$ cat src/rtl/wcme_pkg.sv
// ----------------------------------------------------------------------------
// Weight clip match error: shared types and constants
// Field widths, register indexes, request codes and reset values.
// ----------------------------------------------------------------------------
`default_nettype none

package wcme_pkg;

  localparam int WEIGHT_W         = 16;
  localparam int IDX_W            = 12;
  localparam int SUM_W            = 32;
  localparam int CNT_W            = 11;
  localparam int CFG_IDX_W        = 2;
  localparam int WEIGHT_FRAC_BITS = 8;

  localparam logic [WEIGHT_W-1:0] DARK_RESET  =
    WEIGHT_W'((255 << WEIGHT_FRAC_BITS) / 10);
  localparam logic [WEIGHT_W-1:0] LIMIT_RESET =
    WEIGHT_W'(10 << WEIGHT_FRAC_BITS);

  localparam logic [CFG_IDX_W-1:0] CFG_DARK_THRESHOLD   = 2'd0;
  localparam logic [CFG_IDX_W-1:0] CFG_MEAN_ERROR_LIMIT = 2'd1;
  localparam logic [CFG_IDX_W-1:0] CFG_REF_FRAME_COUNT  = 2'd2;

  localparam logic REQ_LOAD  = 1'b0;
  localparam logic REQ_FRAME = 1'b1;

  typedef struct packed {
    logic [SUM_W-1:0] kept_sum_diff;
    logic [SUM_W-1:0] kept_sum_change;
    logic [CNT_W-1:0] kept_count;
  } window_sum_t;

endpackage

`default_nettype wire

$ cat src/rtl/wcme_div.sv
// ----------------------------------------------------------------------------
// Mean error divider
// Picks the numerator, then restoring division one bit per cycle.
// ----------------------------------------------------------------------------
`default_nettype none

module wcme_div (
  input  wire logic                             clk,
  input  wire logic                             rst_n,
  input  wire logic                             start,
  input  wire wcme_pkg::window_sum_t            sums,
  input  wire logic [wcme_pkg::WEIGHT_W-1:0]    limit,
  output logic                                  busy,
  output logic                                  res_valid,
  input  wire logic                             res_take,
  output logic      [wcme_pkg::WEIGHT_W-1:0]    match_error,
  output logic                                  no_match
);
  import wcme_pkg::*;

  typedef enum logic [3:0] {
    ST_IDLE = 4'b0001,
    ST_PREP = 4'b0010,
    ST_RUN  = 4'b0100,
    ST_DONE = 4'b1000
  } div_state_t;

  div_state_t           state_r, state_nxt;
  logic [SUM_W-1:0]     diff_r, chg_r, num_r;
  logic [CNT_W-1:0]     cnt_r, rem_r;
  logic [WEIGHT_W-1:0]  lim_r;
  logic [4:0]           step_r;
  logic                 nm_r;

  logic [26:0]          prod;
  logic                 use_chg;
  logic [CNT_W:0]       shifted, trial;
  logic                 fits;

  assign prod    = lim_r * cnt_r;
  assign use_chg = (chg_r < diff_r) && ({5'd0, prod} > diff_r);
  assign shifted = {rem_r, num_r[SUM_W-1]};
  assign trial   = shifted - {1'b0, cnt_r};
  assign fits    = shifted >= {1'b0, cnt_r};

  always_comb begin
    state_nxt = state_r;
    case (state_r)
      ST_IDLE: begin
        if (start) begin
          state_nxt = (sums.kept_count == '0) ? ST_DONE : ST_PREP;
        end
      end
      ST_PREP: state_nxt = ST_RUN;
      ST_RUN: begin
        if (step_r == '0) begin
          state_nxt = ST_DONE;
        end
      end
      ST_DONE: begin
        if (res_take) begin
          state_nxt = ST_IDLE;
        end
      end
      default: state_nxt = ST_IDLE;
    endcase
  end

  always_ff @(posedge clk) begin
    if (!rst_n) begin
      state_r <= ST_IDLE;
    end else begin
      state_r <= state_nxt;
    end
  end

  always_ff @(posedge clk) begin
    case (state_r)
      ST_IDLE: begin
        diff_r <= sums.kept_sum_diff;
        chg_r  <= sums.kept_sum_change;
        cnt_r  <= sums.kept_count;
        lim_r  <= limit;
        num_r  <= '0;
        nm_r   <= (sums.kept_count == '0);
      end
      ST_PREP: begin
        num_r  <= use_chg ? chg_r : diff_r;
        rem_r  <= '0;
        step_r <= 5'(SUM_W - 1);
      end
      ST_RUN: begin
        rem_r  <= fits ? trial[CNT_W-1:0] : shifted[CNT_W-1:0];
        num_r  <= {num_r[SUM_W-2:0], fits};
        step_r <= step_r - 5'd1;
      end
      default: begin
      end
    endcase
  end

  assign busy        = (state_r != ST_IDLE);
  assign res_valid   = (state_r == ST_DONE);
  assign no_match    = nm_r;
  assign match_error = (|num_r[SUM_W-1:WEIGHT_W]) ? {WEIGHT_W{1'b1}}
                                                  : num_r[WEIGHT_W-1:0];

endmodule

`default_nettype wire

$ cat config.mk
export PLATFORM = sky130hd
export DESIGN_NAME = wcme_div
export DESIGN_NICKNAME = d
export VERILOG_FILES = /design/src/rtl/wcme_pkg.sv /design/src/rtl/wcme_div.sv
export SDC_FILE = /design/constraint.sdc
export NUM_CORES = 1
export LEC_CHECK = 0
export BUFFER_PORTS_ARGS = -buffer_cell sky130_fd_sc_hd__buf_2
export CAP_MARGIN = 15
export CELL_PAD_IN_SITES_DETAIL_PLACEMENT = 1
export CELL_PAD_IN_SITES_GLOBAL_PLACEMENT = 2
export CORE_MARGIN = 1.5
export CORE_UTILIZATION = 43
export DETAILED_ROUTE_END_ITERATION = 8
export PLACE_DENSITY_LB_ADDON = 0.3
export SETUP_SLACK_MARGIN = 0.3
export SYNTH_ARGS = -nofsm -noshare
export SYNTH_HDL_FRONTEND = slang
export SYNTH_SLANG_ARGS = --single-unit
$ cat constraint.sdc
create_clock -name clk -period 14.8 [get_ports clk]
set_input_delay 2.22 -clock clk [delete_from_list [all_inputs] [get_ports clk]]
set_output_delay 2.22 -clock clk [all_outputs]
set_load 0.005 [all_outputs]
Word-level counts from Yosys, hierarchy flattened
Index checks and enable logic that the tools add are counted.
W data, S select, Z words.
{"block": "word_totals", "register_bits": 144, "mem_count": 0, "word_cells": 41, "mem_bits_rw": 0, "latch_bits": 0, "in_bits": 95, "mem_bits_ro": 0, "output_inout_bits": 19}
{"block": "classes", "eq_ne": 8, "add_sub_neg": 2, "muxes": 11, "shifts": 0, "order_cmp": 3, "n_mul": 1, "div": 0, "bitwise": 0, "reduce_logical": 7}
{"cell": "$pmux W32 S3", "count": 1}
{"cell": "$gt A27 B32 Y1", "count": 1}
{"cell": "$lt A32 B32 Y1", "count": 1}
{"cell": "$mux W32", "count": 1}
{"cell": "$mul A16 B11 Y27", "count": 1}
{"cell": "$pmux W11 S2", "count": 1}
{"cell": "$mux W16", "count": 1}
{"cell": "$mux W4", "count": 4}
{"cell": "$pmux W4 S4", "count": 1}
{"cell": "$reduce_or A16 Y1", "count": 1}
{"cell": "$ge A12 B11 Y1", "count": 1}
{"cell": "$logic_not A11 Y1", "count": 1}
{"cell": "$mux W11", "count": 1}
{"cell": "$sub A11 B11 Y11", "count": 1}
{"cell": "$pmux W5 S2", "count": 1}
{"cell": "$logic_not A5 Y1", "count": 1}
{"cell": "$sub A5 B1 Y5 const B", "count": 1}
{"cell": "$eq A4 B1 Y1 const B", "count": 1}
{"cell": "$eq A4 B2 Y1 const B", "count": 1}
{"cell": "$eq A4 B3 Y1 const B", "count": 1}
{"cell": "$eq A4 B4 Y1 const B", "count": 1}
{"cell": "$ne A2 B2 Y1 const B", "count": 2}
{"cell": "$ne A4 B1 Y1 const B", "count": 1}
{"cell": "$reduce_and A3 Y1", "count": 1}
{"cell": "4 further kinds", "count": 4}

Depth between registers and ports, before layout
{"block": "depth", "depth_word": 5, "ltp_mapped": 32, "depth_no_buf": 29}

Worst setup path before layout
Ideal clock, no wire load.
{"block": "synth_timing", "kind": "register -> register", "start": "reg cnt_r[4]", "end": "reg num_r[0] (data pin)", "required_time_ns": 14.538, "n_path_buf": 3, "synth_period_minus_slack_ns": 7.224, "arrival_ns": 6.962, "path_slack_ns": 7.576, "setup_time_ns": 0.262, "stages_incl_launch_ff": 30, "cell_sequence": "edfxtp_1 clkbuf_1 clkbuf_1 nand2_1 fa_1 fa_1 fa_1 inv_1 fa_1 inv_1 fa_1 inv_1 ha_1 and4_1 nand2_1 nand3_1 a41oi_1 a21oi_1 a221oi_1 o21ai_0 xor2_1 ha_1 nand3_1 nor4_1 o2111ai_1 nand3_1 o2111ai_4 buf_6 mux2i_1 o22ai_1"}
{"block": "synth_via", "elab_chain_len": 5, "elab_cells_between_ends": 6, "cone_classes": "1 x mul; 2 x order compare; 2 x mux; 1 x reduce/logical"}
{"element": "start: declaration", "line": "wcme_div.sv:30", "source": "logic [CNT_W-1:0] cnt_r, rem_r;"}
{"element": "start signal: assignment", "line": "wcme_div.sv:82", "source": "cnt_r <= sums.kept_count;"}
{"element": "$mul A16 B11 Y27", "line": "wcme_div.sv:40", "source": "assign prod = lim_r * cnt_r;"}
{"element": "$gt A27 B32 Y1", "line": "wcme_div.sv:41", "source": "assign use_chg = (chg_r < diff_r) && ({5'd0, prod} > diff_r);"}
{"element": "$logic_and A1 B1 Y1", "line": "wcme_div.sv:41"}
{"element": "$mux W32", "line": "wcme_div.sv:88", "source": "num_r <= use_chg ? chg_r : diff_r;"}
{"element": "$pmux W32 S3 (*)", "line": "wcme_div.sv:78", "source": "case (state_r)"}
{"element": "end signal: assignment", "line": "wcme_div.sv:88"}
{"element": "end signal: assignment", "line": "wcme_div.sv:94", "source": "num_r <= {num_r[SUM_W-2:0], fits};"}
{"element": "end: declaration", "line": "wcme_div.sv:29", "source": "logic [SUM_W-1:0] diff_r, chg_r, num_r;"}
Every way passes the cells marked *; elsewhere a longest branch is shown, timed or not.
A chain may end at the register's enable or synchronous reset.

Worst setup path after layout
Ends and elaborated chain as after synthesis.

==> impl_metrics.json <==
{
  "status": "completed",
  "grt-busiest-layer": "met2",
  "dominantRegCellSynth": "edfxtp_1",
  "syn-cell-area_um2": 13040,
  "fin_nets": 1726,
  "dr.pass1.iters": 4,
  "fillCellCount": 3323,
  "synthXorXnorAreaFrac_pct": 2.083,
  "dp_hpwl_um": 25150,
  "timing.final.crit_period_ps": 8205,
  "clk_pin_slew_ps": 70,
  "met2_usage_pct": 40.25,
  "syn_inst": 1274,
  "cts_resized": 0,
  "postCtsHoldBufs": 0,
  "met1_usage_pct": 27.64,
  "cts.sinks": 144,
  "min_period_over_period_pct": 55.44,
  "drv_slew": 0,
  "cts_root_buffer": "clkbuf_16",
  "tns_ps": 0,
  "r2r_slack_ps": 6590,
  "dieArea_um2": 31370,
  "grt_pass1_vias": 10257,
  "synth-edff-count": 140,
  "yosysSeqAreaShare_pct": 32.86,
  "cts_buffers": 17,
  "remaining_drc_errors": 0,
  "r2r_start": "cnt_r[4]",
  "synthMuxAreaShare_pct": 2.687,
  "antenna_cells": 0,
  "arrival_ps": 8380,
  "yosys.area_share.adder_pct": 32.31,
  "worstPathRequired_ps": 14970,
  "syn_nets": 1630,
  "hold_violations": 0,
  "hold_end": "num_r[1]",
  "cap_violations": 0,
  "cts_setup_buffers": 0,
  "clkLatencyLatePin_ps": 450,
  "antenna_found_initial": 0,
  "synth-seq-cells": 144,
  "initial_core_util_pct": 43.87,
  "vias_per_cell": 5.283,
  "num_vias": 9367,
  "drt_iter0_drc": 430,
  "met3_usage_pct": 3.028,
  "max_freq_ghz": 0.1219,
  "synthSimpleGateAreaFrac_pct": 14.53,
  "post_drt_wl_per_cell_um": 18.46,
  "ys.warnings.count": 0,
  "cts_buffer_depth": 2,
  "wl_um": 32740,
  "tightest_slew_ps": 824.2,
  "rsz0062_at_grt": "no",
  "r2r_end": "num_r[0]",
  "pin_count": 114,
  "tritoncts": "built",
  "worst_clock_skew_ps": 12.13,
  "startpoint_type": "flop",
  "relSlewSlack_pct": 44.89,
  "drive_above_1_share_pct": 12.87,
  "hold_path.class": "flop to flop",
  "die_w_um": 177.1,
  "synthArstFlopShare_pct": 0,
  "setup_viol": 0,
  "yosysUniqueCellTypes": 54,
  "die_h_um": 177.1,
  "grt_pass1_wl_um": 53780,
  "place.gp.congestion": 0.7972,
  "whs_path_depth": 2,
  "end_kind": "flop",
  "hold_start": "num_r[0]",
  "ant_nets": 0,
  "grt_overflow": 0,
  "worstSetupPathType": "flop to flop",
  "crit_fanout": 32,
  "portBuffers": 113,
  "synth_compound_area_share_pct": 7.803,
  "reg2regPathDepth": 25,
  "area_delta_synth_final_pct": 11.79,
  "grt_util_all_layers_pct": 22.35,
  "coreArea_um2": 29720,
  "synth_top_family_by_area": "adder cells",
  "row_count": 63,
  "cts_htree_levels": 4,
  "grt_max_degree": 58,
  "avgSynthCellArea_um2": 10.23
}
through the flow:
stage                     hold WS, ps  std cells  setup slack (ps)  util [%]  cell area [µm²]
after floorplan                 513.9       1274              7576         -            13040
after global placement          540.7       1740              6890     46.93            13950
after detailed placement        544.2       1740              6631     46.93            13950
after CTS                       568.9       1772              6632     49.01            14570
after global routing            606.4       1773              5996     49.04            14570
final                           570.5       1773              6595     49.04            14570
per-layer routing:
layer,up-vias,routed length (µm)
li1,4407,-
met1,4791,14040
met2,136,17200
met3,33,888
met4,0,607
met5,-,0
cell usage in the layout, fill, tap and decap left out, types with 5 or more instances in the layout:
cell | netlist | final
buf_2 | 1 | 113
ha_1 | 135 | 135
nand3_1 | 17 | 17
nand2_1 | 153 | 153
nor2_1 | 36 | 36
fa_1 | 126 | 126
xor2_1 | 9 | 9
o21ai_0 | 32 | 32
xnor2_1 | 22 | 22
or2_2 | 18 | 18
a21o_1 | 18 | 18
a211oi_1 | 6 | 6
a31oi_1 | 5 | 5
and2_1 | 81 | 81
inv_1 | 214 | 213
nand4_1 | 16 | 16
nor2b_1 | 11 | 11
o21ai_1 | 24 | 24
buf_4 | 2 | 7
clkbuf_16 | 0 | 17
a22oi_1 | 5 | 5
mux2i_1 | 35 | 35
a21oi_1 | 39 | 39
nor4_1 | 9 | 9
nor3_1 | 16 | 16
edfxtp_1 | 140 | 140
nand2b_1 | 9 | 9
cells in the mapped netlist (all sizes together), types with 4 or more instances:
master / instances / share of area, %
inv: 214 / 6.2
nand2: 153 / 4.4
edfxtp: 140 / 32
ha: 135 / 13
fa: 126 / 19
and2: 81 / 3.9
o21ai: 56 / 2.1
a21oi: 39 / 1.5
clkbuf: 38 / 1.1
nor2: 36 / 1.0
mux2i: 35 / 2.7
xnor2: 22 / 1.5
a21o: 20 / 1.2
or2: 18 / 0.86
nand3: 17 / 0.65
nand4: 16 / 0.77
nor3: 16 / 0.61
nor2b: 11 / 0.53
nand2b: 9 / 0.43
nor4: 9 / 0.43
xor2: 9 / 0.60
a211oi: 6 / 0.35
buf: 6 / 0.47
a22oi: 5 / 0.29
a31oi: 5 / 0.24
and3: 4 / 0.20
dfxtp: 4 / 0.61
o211ai: 4 / 0.23
o21bai: 4 / 0.23
o31ai: 4 / 0.23
sequential cells by signal, indices dropped and copies added (netlist names):
name	cells
diff_r	32
state_r	4
step_r	5
no_match	1
lim_r	16
cnt_r	11
rem_r	11
num_r	32
chg_r	32
worst max-delay path, stage by stage, from the launching register on:
cell and delay, ps:
edfxtp_1 760, nand2_1 180, fa_1 600, fa_1 440, fa_1 500, inv_1 50
fa_1 530, inv_1 50, fa_1 530, inv_1 40, ha_1 360, a21oi_1 330
o22ai_1 110, a41oi_1 250, a21oi_1 210, a221oi_1 460, o21ai_0 200, xor2_1 170
ha_1 300, nand3_1 110, nor4_1 540, a21oi_1 200, o2111ai_4 100, buf_4 500
mux2i_1 280, o22ai_1 100
worst max-delay path by stage:
stage | startpoint | end | slack, ps | cells after the start
finish | cnt_r[4] | num_r[0] | 6590 | 25
global route | cnt_r[4] | num_r[0] | 6000 | 25
CTS | cnt_r[4] | num_r[0] | 6630 | 25
detailed placement | cnt_r[3] | num_r[0] | 6630 | 25
global placement | cnt_r[3] | num_r[0] | 6890 | 26
floorplan | cnt_r[4] | num_r[0] | 7580 | 29
final cells by class:
type	instances	area [µm²]	share of cell area, %
multi-input combinational	872	7751	53.19
sequential	144	4284	29.40
inverter	214	804.5	5.521
timing repair buffer	121	625.6	4.293
tap	390	488.0	3.349
clock buffer	19	442.9	3.039
clock inverter	13	176.4	1.211
kinds of logic after synthesis:
kind of cell | count (synthesis)
AND/OR/NAND/NOR | 382
adder cells (fa/ha/maj) | 261
buffers and inverters | 258
AO/OA/AOI/OAI | 163
flip-flops | 144
multiplexers | 35
XOR/XNOR | 31
Power is not shown: default switching activity piles up to over one toggle a cycle in this logic, so the estimate is an artifact.
