## src/rtl/wcme_pkg.sv

```systemverilog
// ----------------------------------------------------------------------------
// Weight clip match error: shared types and constants
// Field widths, register indexes, request codes and reset values.
// ----------------------------------------------------------------------------
`default_nettype none

package wcme_pkg;

  localparam int WEIGHT_W         = 16;
  localparam int IDX_W            = 12;
  localparam int SUM_W            = 32;
  localparam int CNT_W            = 11;
  localparam int CFG_IDX_W        = 2;
  localparam int WEIGHT_FRAC_BITS = 8;

  localparam logic [WEIGHT_W-1:0] DARK_RESET  =
    WEIGHT_W'((255 << WEIGHT_FRAC_BITS) / 10);
  localparam logic [WEIGHT_W-1:0] LIMIT_RESET =
    WEIGHT_W'(10 << WEIGHT_FRAC_BITS);

  localparam logic [CFG_IDX_W-1:0] CFG_DARK_THRESHOLD   = 2'd0;
  localparam logic [CFG_IDX_W-1:0] CFG_MEAN_ERROR_LIMIT = 2'd1;
  localparam logic [CFG_IDX_W-1:0] CFG_REF_FRAME_COUNT  = 2'd2;

  localparam logic REQ_LOAD  = 1'b0;
  localparam logic REQ_FRAME = 1'b1;

  typedef struct packed {
    logic [SUM_W-1:0] kept_sum_diff;
    logic [SUM_W-1:0] kept_sum_change;
    logic [CNT_W-1:0] kept_count;
  } window_sum_t;

endpackage

`default_nettype wire

```

## src/rtl/wcme_window.sv

```systemverilog
// ----------------------------------------------------------------------------
// Window accumulator
// Issues reference reads and loads, then trims, accumulates and snapshots.
// ----------------------------------------------------------------------------
`default_nettype none

module wcme_window #(
  parameter int REF_DEPTH = 1024,
  parameter int AW        = 10
) (
  input  wire logic                             clk,
  input  wire logic                             rst_n,
  input  wire logic                             acc,
  input  wire logic                             req_type,
  input  wire logic [wcme_pkg::WEIGHT_W-1:0]    weight,
  input  wire logic [wcme_pkg::IDX_W-1:0]       ref_index,
  input  wire logic                             last,
  input  wire logic [wcme_pkg::WEIGHT_W-1:0]    dark_threshold,
  input  wire logic [wcme_pkg::CNT_W-1:0]       ref_frame_count,
  output logic                                  mem_we,
  output logic      [AW-1:0]                    mem_waddr,
  output logic      [wcme_pkg::WEIGHT_W-1:0]    mem_wdata,
  output logic                                  mem_re,
  output logic      [AW-1:0]                    mem_raddr,
  input  wire logic [wcme_pkg::WEIGHT_W-1:0]    mem_rdata,
  output logic                                  last_pending,
  output logic                                  div_start,
  output wcme_pkg::window_sum_t                 div_sums
);
  import wcme_pkg::*;

  logic                 s1_v_r, s1_last_r;
  logic [WEIGHT_W-1:0]  s1_w_r;
  logic [IDX_W-1:0]     s1_idx_r;

  logic                 trimming_r, trimming_nxt;
  logic                 stopped_r, stopped_nxt;
  logic [SUM_W-1:0]     sum_diff_r, sum_diff_nxt;
  logic [SUM_W-1:0]     sum_chg_r, sum_chg_nxt;
  logic [SUM_W-1:0]     kept_diff_r, kept_diff_nxt;
  logic [SUM_W-1:0]     kept_chg_r, kept_chg_nxt;
  logic [16:0]          prev_diff_r, prev_diff_nxt;
  logic [CNT_W-1:0]     counted_r, counted_nxt;
  logic [CNT_W-1:0]     kept_cnt_r, kept_cnt_nxt;

  logic                 load_ok;
  logic                 trim_now, count_en, in_range;
  logic [CNT_W-1:0]     k;
  logic [16:0]          d, abs_d;
  logic [17:0]          ch, abs_ch;
  logic [SUM_W:0]       add_d, add_ch;

  // request side: memory access in the accept cycle
  assign load_ok   = ~ref_index[IDX_W-1] &&
                     ({21'd0, ref_index[CNT_W-1:0]} < 32'(REF_DEPTH));
  assign mem_we    = acc && (req_type == REQ_LOAD) && load_ok;
  assign mem_waddr = AW'(ref_index[CNT_W-1:0]);
  assign mem_wdata = weight;
  assign mem_re    = acc && (req_type == REQ_FRAME);
  assign mem_raddr = AW'(ref_index[CNT_W-1:0]);

  always_ff @(posedge clk) begin
    if (!rst_n) begin
      s1_v_r    <= 1'b0;
      s1_last_r <= 1'b0;
    end else begin
      s1_v_r    <= mem_re;
      s1_last_r <= mem_re && last;
    end
  end

  always_ff @(posedge clk) begin
    if (mem_re) begin
      s1_w_r   <= weight;
      s1_idx_r <= ref_index;
    end
  end

  assign k        = s1_idx_r[CNT_W-1:0];
  assign trim_now = trimming_r && !(s1_w_r >= dark_threshold);
  assign in_range = (k < ref_frame_count) && ({21'd0, k} < 32'(REF_DEPTH));
  assign count_en = s1_v_r && !trim_now && !stopped_r && !s1_idx_r[IDX_W-1];

  assign d      = {1'b0, s1_w_r} - {1'b0, mem_rdata};
  assign ch     = {d[16], d} - {prev_diff_r[16], prev_diff_r};
  assign abs_d  = d[16] ? (~d + 17'd1) : d;
  assign abs_ch = ch[17] ? (~ch + 18'd1) : ch;
  assign add_d  = {1'b0, sum_diff_r} + 33'(abs_d);
  assign add_ch = {1'b0, sum_chg_r} + 33'(abs_ch);

  always_comb begin
    trimming_nxt  = trimming_r;
    stopped_nxt   = stopped_r;
    sum_diff_nxt  = sum_diff_r;
    sum_chg_nxt   = sum_chg_r;
    kept_diff_nxt = kept_diff_r;
    kept_chg_nxt  = kept_chg_r;
    prev_diff_nxt = prev_diff_r;
    counted_nxt   = counted_r;
    kept_cnt_nxt  = kept_cnt_r;

    if (s1_v_r) begin
      trimming_nxt = trim_now;
    end
    if (count_en) begin
      if (!in_range) begin
        stopped_nxt = 1'b1;
      end else begin
        sum_diff_nxt  = add_d[SUM_W]  ? {SUM_W{1'b1}} : add_d[SUM_W-1:0];
        sum_chg_nxt   = add_ch[SUM_W] ? {SUM_W{1'b1}} : add_ch[SUM_W-1:0];
        prev_diff_nxt = d;
        if (s1_w_r > dark_threshold) begin
          kept_diff_nxt = sum_diff_nxt;
          kept_chg_nxt  = sum_chg_nxt;
          kept_cnt_nxt  = counted_r;
        end
        if (counted_r != {CNT_W{1'b1}}) begin
          counted_nxt = counted_r + 1'b1;
        end
      end
    end

    div_sums.kept_sum_diff   = kept_diff_nxt;
    div_sums.kept_sum_change = kept_chg_nxt;
    div_sums.kept_count      = kept_cnt_nxt;

    // window closes: back to the post-reset state
    if (s1_last_r) begin
      trimming_nxt  = 1'b1;
      stopped_nxt   = 1'b0;
      sum_diff_nxt  = '0;
      sum_chg_nxt   = '0;
      kept_diff_nxt = '0;
      kept_chg_nxt  = '0;
      prev_diff_nxt = '0;
      counted_nxt   = '0;
      kept_cnt_nxt  = '0;
    end
  end

  always_ff @(posedge clk) begin
    if (!rst_n) begin
      trimming_r  <= 1'b1;
      stopped_r   <= 1'b0;
      sum_diff_r  <= '0;
      sum_chg_r   <= '0;
      kept_diff_r <= '0;
      kept_chg_r  <= '0;
      prev_diff_r <= '0;
      counted_r   <= '0;
      kept_cnt_r  <= '0;
    end else begin
      trimming_r  <= trimming_nxt;
      stopped_r   <= stopped_nxt;
      sum_diff_r  <= sum_diff_nxt;
      sum_chg_r   <= sum_chg_nxt;
      kept_diff_r <= kept_diff_nxt;
      kept_chg_r  <= kept_chg_nxt;
      prev_diff_r <= prev_diff_nxt;
      counted_r   <= counted_nxt;
      kept_cnt_r  <= kept_cnt_nxt;
    end
  end

  assign last_pending = s1_last_r;
  assign div_start    = s1_last_r;

endmodule

`default_nettype wire

```

## config.mk

```make
export PLATFORM = sky130hd
export DESIGN_NAME = wcme_window
export DESIGN_NICKNAME = d
export VERILOG_FILES = /design/src/rtl/wcme_pkg.sv /design/src/rtl/wcme_window.sv
export SDC_FILE = /design/constraint.sdc
export NUM_CORES = 1
export LEC_CHECK = 0
export ABC_AREA = 1
export BUFFER_PORTS_ARGS = -buffer_cell sky130_fd_sc_hd__buf_2
export CORE_MARGIN = 2
export CORE_UTILIZATION = 25
export CTS_CLUSTER_SIZE = 40
export DETAILED_ROUTE_END_ITERATION = 6
export PLACE_DENSITY_LB_ADDON = 0.05
export SYNTH_ARGS = -nofsm -noshare
export SYNTH_HDL_FRONTEND = slang
export SYNTH_SLANG_ARGS = --single-unit
```

## constraint.sdc

```tcl
create_clock -name clk -period 6.09 [get_ports clk]
set_input_delay 0.9135 -clock clk [delete_from_list [all_inputs] [get_ports clk]]
set_output_delay 0.9135 -clock clk [all_outputs]
set_load 0.005 [all_outputs]
```

[After elaboration in Yosys (flattened, before gate mapping)]
Cells that the tools add are included.
Word-level totals
  input port bits: 76
  output and inout bits: 115
  register bits: 199
  logic and storage cells: 63
Cells by class
  reductions and logical operators: 18
  add/subtract/negate cells: 7
  bitwise operators: 6
  equal/unequal tests: 1
  $lt $le $gt $ge: 5
  multiplexer cells: 13
Operators by type and width (number)
  two-way mux 32 bit: 8
  adder 32 x 17 -> 33 bit: 1
  adder 32 x 18 -> 33 bit: 1
  two-way mux 11 bit: 3
  less-than comparator 11 bit (second input constant): 2
  adder 18 x 1 -> 18 bit (second input constant): 1
  two-way mux 18 bit: 1
  inverter 18 bit: 1
  subtractor 17 x 17 -> 18 bit: 1
  adder 17 x 1 -> 17 bit (second input constant): 1
  two-way mux 17 bit: 1
  inverter 17 bit: 1
  subtractor 16 x 16 -> 17 bit: 1
  >= comparator 16 bit: 1
  > comparator 16 bit: 1
  adder 11 x 1 -> 11 bit (second input constant): 1
  less-than comparator 11 bit: 1
  inequality test 11 bit (second input constant): 1
  logical AND 1 bit: 10
  zero test 1 bit: 4
  inverter 1 bit: 4
  AND reduction 2 bit: 2
  AND reduction 3 bit: 1
  OR reduction 2 bit: 1

[Longest topological paths before layout]
  depth in word-level cells: 10
  depth in mapped cells: 43
  mapped depth without buffers: 42

[Worst setup path after synthesis]
OpenSTA, ideal clock, no wires.
  path type: input-to-output
  from: in mem_rdata[0] in the netlist's numbering
  to: out div_sums[21] in the netlist's numbering
  slack: 124 ps
  cell stages on the path: 33
  arrival: 5053 ps
  cell sequence: ha_1 > inv_1 > fa_1 > nand3_1 > nand3_1 > nand2_1 > nand3b_1 > nand2_1 > inv_1 > ha_1 > nand2_1 > nor2_1 > and2_1 > nand2_1 > nand2_1 > nand2_1 > nand2_1 > nand2_1 > nand2_2 > inv_2 > o21ai_1 > inv_1 > fa_1 > o21ai_2 > nand2_1 > nand2_1 > nand2_1 > nand2_1 > nand3_1 > nand2_2 > buf_4 > o21ai_0 > nand2_1
RTL lines
  start: declaration: line wcme_window.sv:25  | input wire logic [wcme_pkg::WEIGHT_W-1:0] mem_rdata,
  end: declaration: line wcme_window.sv:28  | output wcme_pkg::window_sum_t div_sums

==> results.md <==
* Fmax achieved at approximately 160 MHz
* Reg2reg setup slack at -0.22 ns
* Max-slew headroom at approximately a quarter
* Hold crit path type: register to register
* Routed Antenna Nets at 0
* Min-Delay Path Depth at 2
* CP peak stage delay at 0.36 ns
* Syn avg cell area at 6.364 um^2
* Register Area at roughly 4300 um^2
* Post-synth ARST share at 0%
* Final Hold Viols at 0
* IO Pins at around 190
* Slew Viols, Final at 0
* Grt total ovfl at 0
* Dpl ws at -0.8124 ns
* Worst-path fanout max at 5
* Critical R2R Launch: s1_w_r[0]
* Netlist cell types at 48
* Worst Hold Path EP: counted_r[9]
* Ys flop type: dfxtp_1
* Gpl congestion at 0.8921
* Worst Path Required at approximately 5.2 ns
* Die width at between 200 and 250 um
* Number of synthesis warnings at 0
* Rows at 88
* 1st-iter DRT viols at 648
* CP Data Arrival Time at 5.44 ns
* Final net count at slightly below 3000
* Die Y-Extent at 246.0 um
* Largest net degree at the start of global routing at between 80 and 90
* Diode count at 0
* Deepest clock path buffer count at 2
* Worst skew pair latency at about 0.49 ns
* Slowest CP cell: fa_2
* Status: finished with violations
* Placed wire-length estimate at about 38 mm
* CTS Buf Count at 17
* TritonCTS clock tree: built
* #FFs+latches synth at a little under 200
* Port Buf Inserts at 190
* Crit path time final at around 6.4 ns
* Reg2reg end: kept_chg_r[30]
* Layout cells sized above 1 at 39.96%
* Reg2Reg Depth at between 40 and 50
* Fillers at between 6000 and 7000
* RSZ-0062 raised after global routing: true
* Critical Path End Type: primary output
* Number of synthesized flops with an enable pin at 28
* Synthesized instance count at between 2000 and 2500
* Setup ws final at -0.2613 ns
* Worst-Margin Slew at 1.137 ns
* Clk sinks at 199
* Initial antenna violation count at 0
* First-pass GRT wire length at slightly above 80 mm
* Pleak at roughly 11 nW
* Multi-input gate area at 11250 um^2
* Seq/Total Area, Yosys at roughly 30%
* Startpoint types: input pin
* DIE AREA at between 60000 and 70000 um^2
* GRT Total Usage at between 10% and 20%
* Maximum VDD drop at 0.2404 mV
* H-tree depth at 4
* Vias in the first global route at around 16000
* Iteration count of the initial detailed-routing pass at 5
* Synthesis-to-finish area growth at 52.44%
* Clk root buf: clkbuf_16
* Clock slew at reported path FFs at 0.08 ns
* Post-route clock period utilization at 104.3%
* Final setup fails at 33
* Routed vias/inst at around 4.5
* Via Count at 15880
* Max_cap viols at 0
* Violated checks: negative setup slack
* DRC at 0
* Hold path start: counted_r[9]
* Syn Nets at ~2500
* Routed WL at 52.11 mm
* Core area at 57810 um^2
* Worst Skew at 0.01562 ns
* DR WL/cell at approximately 15 um
* Initial core utilization at roughly 25%
* PwrDens at approximately 230 nW/um^2
* Post-layout util at approximately 39%
* Crit path kind: input pin to primary output
* Synthesized area at 14640 um^2
worst max-delay path by stage:
| stage | depth (start not counted) | end | slack (ns) | start |
|---|---|---|---|---|
| CTS | 42 | div_sums[19] | -0.36 | s1_w_r[0] |
| detailed placement | 37 | div_sums[36] | -0.81 | mem_rdata[0] |
| floorplan | 33 | div_sums[21] | 0.12 | mem_rdata[0] |
| finish | 38 | div_sums[42] | -0.26 | mem_rdata[0] |
| global placement | 34 | div_sums[26] | -0.80 | mem_rdata[0] |
| global route | 37 | div_sums[18] | -0.53 | s1_w_r[0] |
per-stage QoR:
step	cells	total power, mW	TNS [ns]	area, um^2	hold slack, ns
6_report	3563	5.202	-6.292	22310	0.4625
5_1_grt	3563	5.567	-16.78	22310	0.4851
4_1_cts	3543	4.940	-11.33	21000	0.4646
3_5_place_dp	3445	3.241	-25.10	18170	0.4529
3_3_place_gp	3445	3.252	-25.27	18170	0.4496
2_1_floorplan	2300	2.394	0	14640	0.4320
layer usage:
metal  track usage, %  vias up  wire length, um
li1                 -     8334                -
met1            21.15     7258            23550
met2            31.24      241            26190
met5                0        -                0
met4            4.706        0              770
met3            2.505       45             1598
where the power goes:
part / switching, mW / total (mW) / internal (mW)
Sequential: 0.0145 / 1.37 / 1.35
Clock: 0.632 / 1.21 / 0.576
Combinational: 1.44 / 2.63 / 1.19
Total: 2.09 / 5.20 / 3.12
cells in the final DEF (no fill, tap or decap), types with 49 or more instances in the layout:
cell type,synthesis,final
nand3_1,138,77
ha_1,99,49
nor2_1,247,178
buf_4,47,341
nor3_1,61,49
inv_1,316,278
nand2_2,2,129
buf_2,21,189
o21ai_0,132,99
dfxtp_1,171,171
a21oi_1,164,121
nand2_1,631,470
sequential cells by signal, summed over array words and instances (netlist names):
name and cells:
div_start 1, s1_v_r 1, counted_r 11, kept_cnt_r 11, sum_diff_r 32, trimming_r 1
sum_chg_r 32, s1_w_r 16, stopped_r 1, kept_diff_r 32, prev_diff_r 17, kept_chg_r 32
s1_idx_r 12
kinds of logic (layout without fill, tap and decap cells):
kind of cell / Yosys count / count (layout) / synth area share [%]
simple gates: 1155 / 1156 / 33.04
buf+inv: 422 / 919 / 12.37
compound gates: 358 / 358 / 12.63
flops: 199 / 199 / 29.13
fa+ha+maj: 103 / 103 / 9.009
xor+xnor: 63 / 63 / 3.821
Yosys cell counts (28+ instances only):
master / number / share of area, %
o21ai_1: 39 / 1.3
o21ai_0: 132 / 4.5
a21oi_1: 164 / 5.6
nand4_1: 37 / 1.6
buf_4: 47 / 2.4
inv_1: 316 / 8.1
dfxtp_1: 171 / 23
nand2_1: 631 / 16
nor3_1: 61 / 2.1
nand3_1: 138 / 4.7
ha_1: 99 / 8.5
xor2_1: 53 / 3.2
nor2_1: 247 / 6.3
edfxtp_1: 28 / 5.7
critical path, delay by kind of cell:
family / cells / cell delay (ns)
simple gates: 22 / 1.97
fa+ha+maj: 4 / 1.03
buf+inv: 8 / 0.98
compound gates: 3 / 0.36
xor+xnor: 1 / 0.17
cell type report:
class / instances / area share [%]
sequential: 199 / 19.11
clock buffer: 19 / 2.035
timing repair buffer: 564 / 17.99
clock inverter: 13 / 0.6504
multi-input combinational: 1680 / 50.43
inverter: 322 / 5.461
tap: 765 / 4.290
timing repair inverter: 1 / 0.03364
repair_timing:
| action | CTS | global route |
|---|---|---|
| endpoints found under the setup margin | 64 | 65 |
| cloned | 6 | 1 |
| buffers inserted | 61 | 26 |
| pin swaps | 108 | 156 |
| hold buffers | 0 | 0 |
| resized for setup | 372 | 300 |
Power figures use the tool's default switching activity.
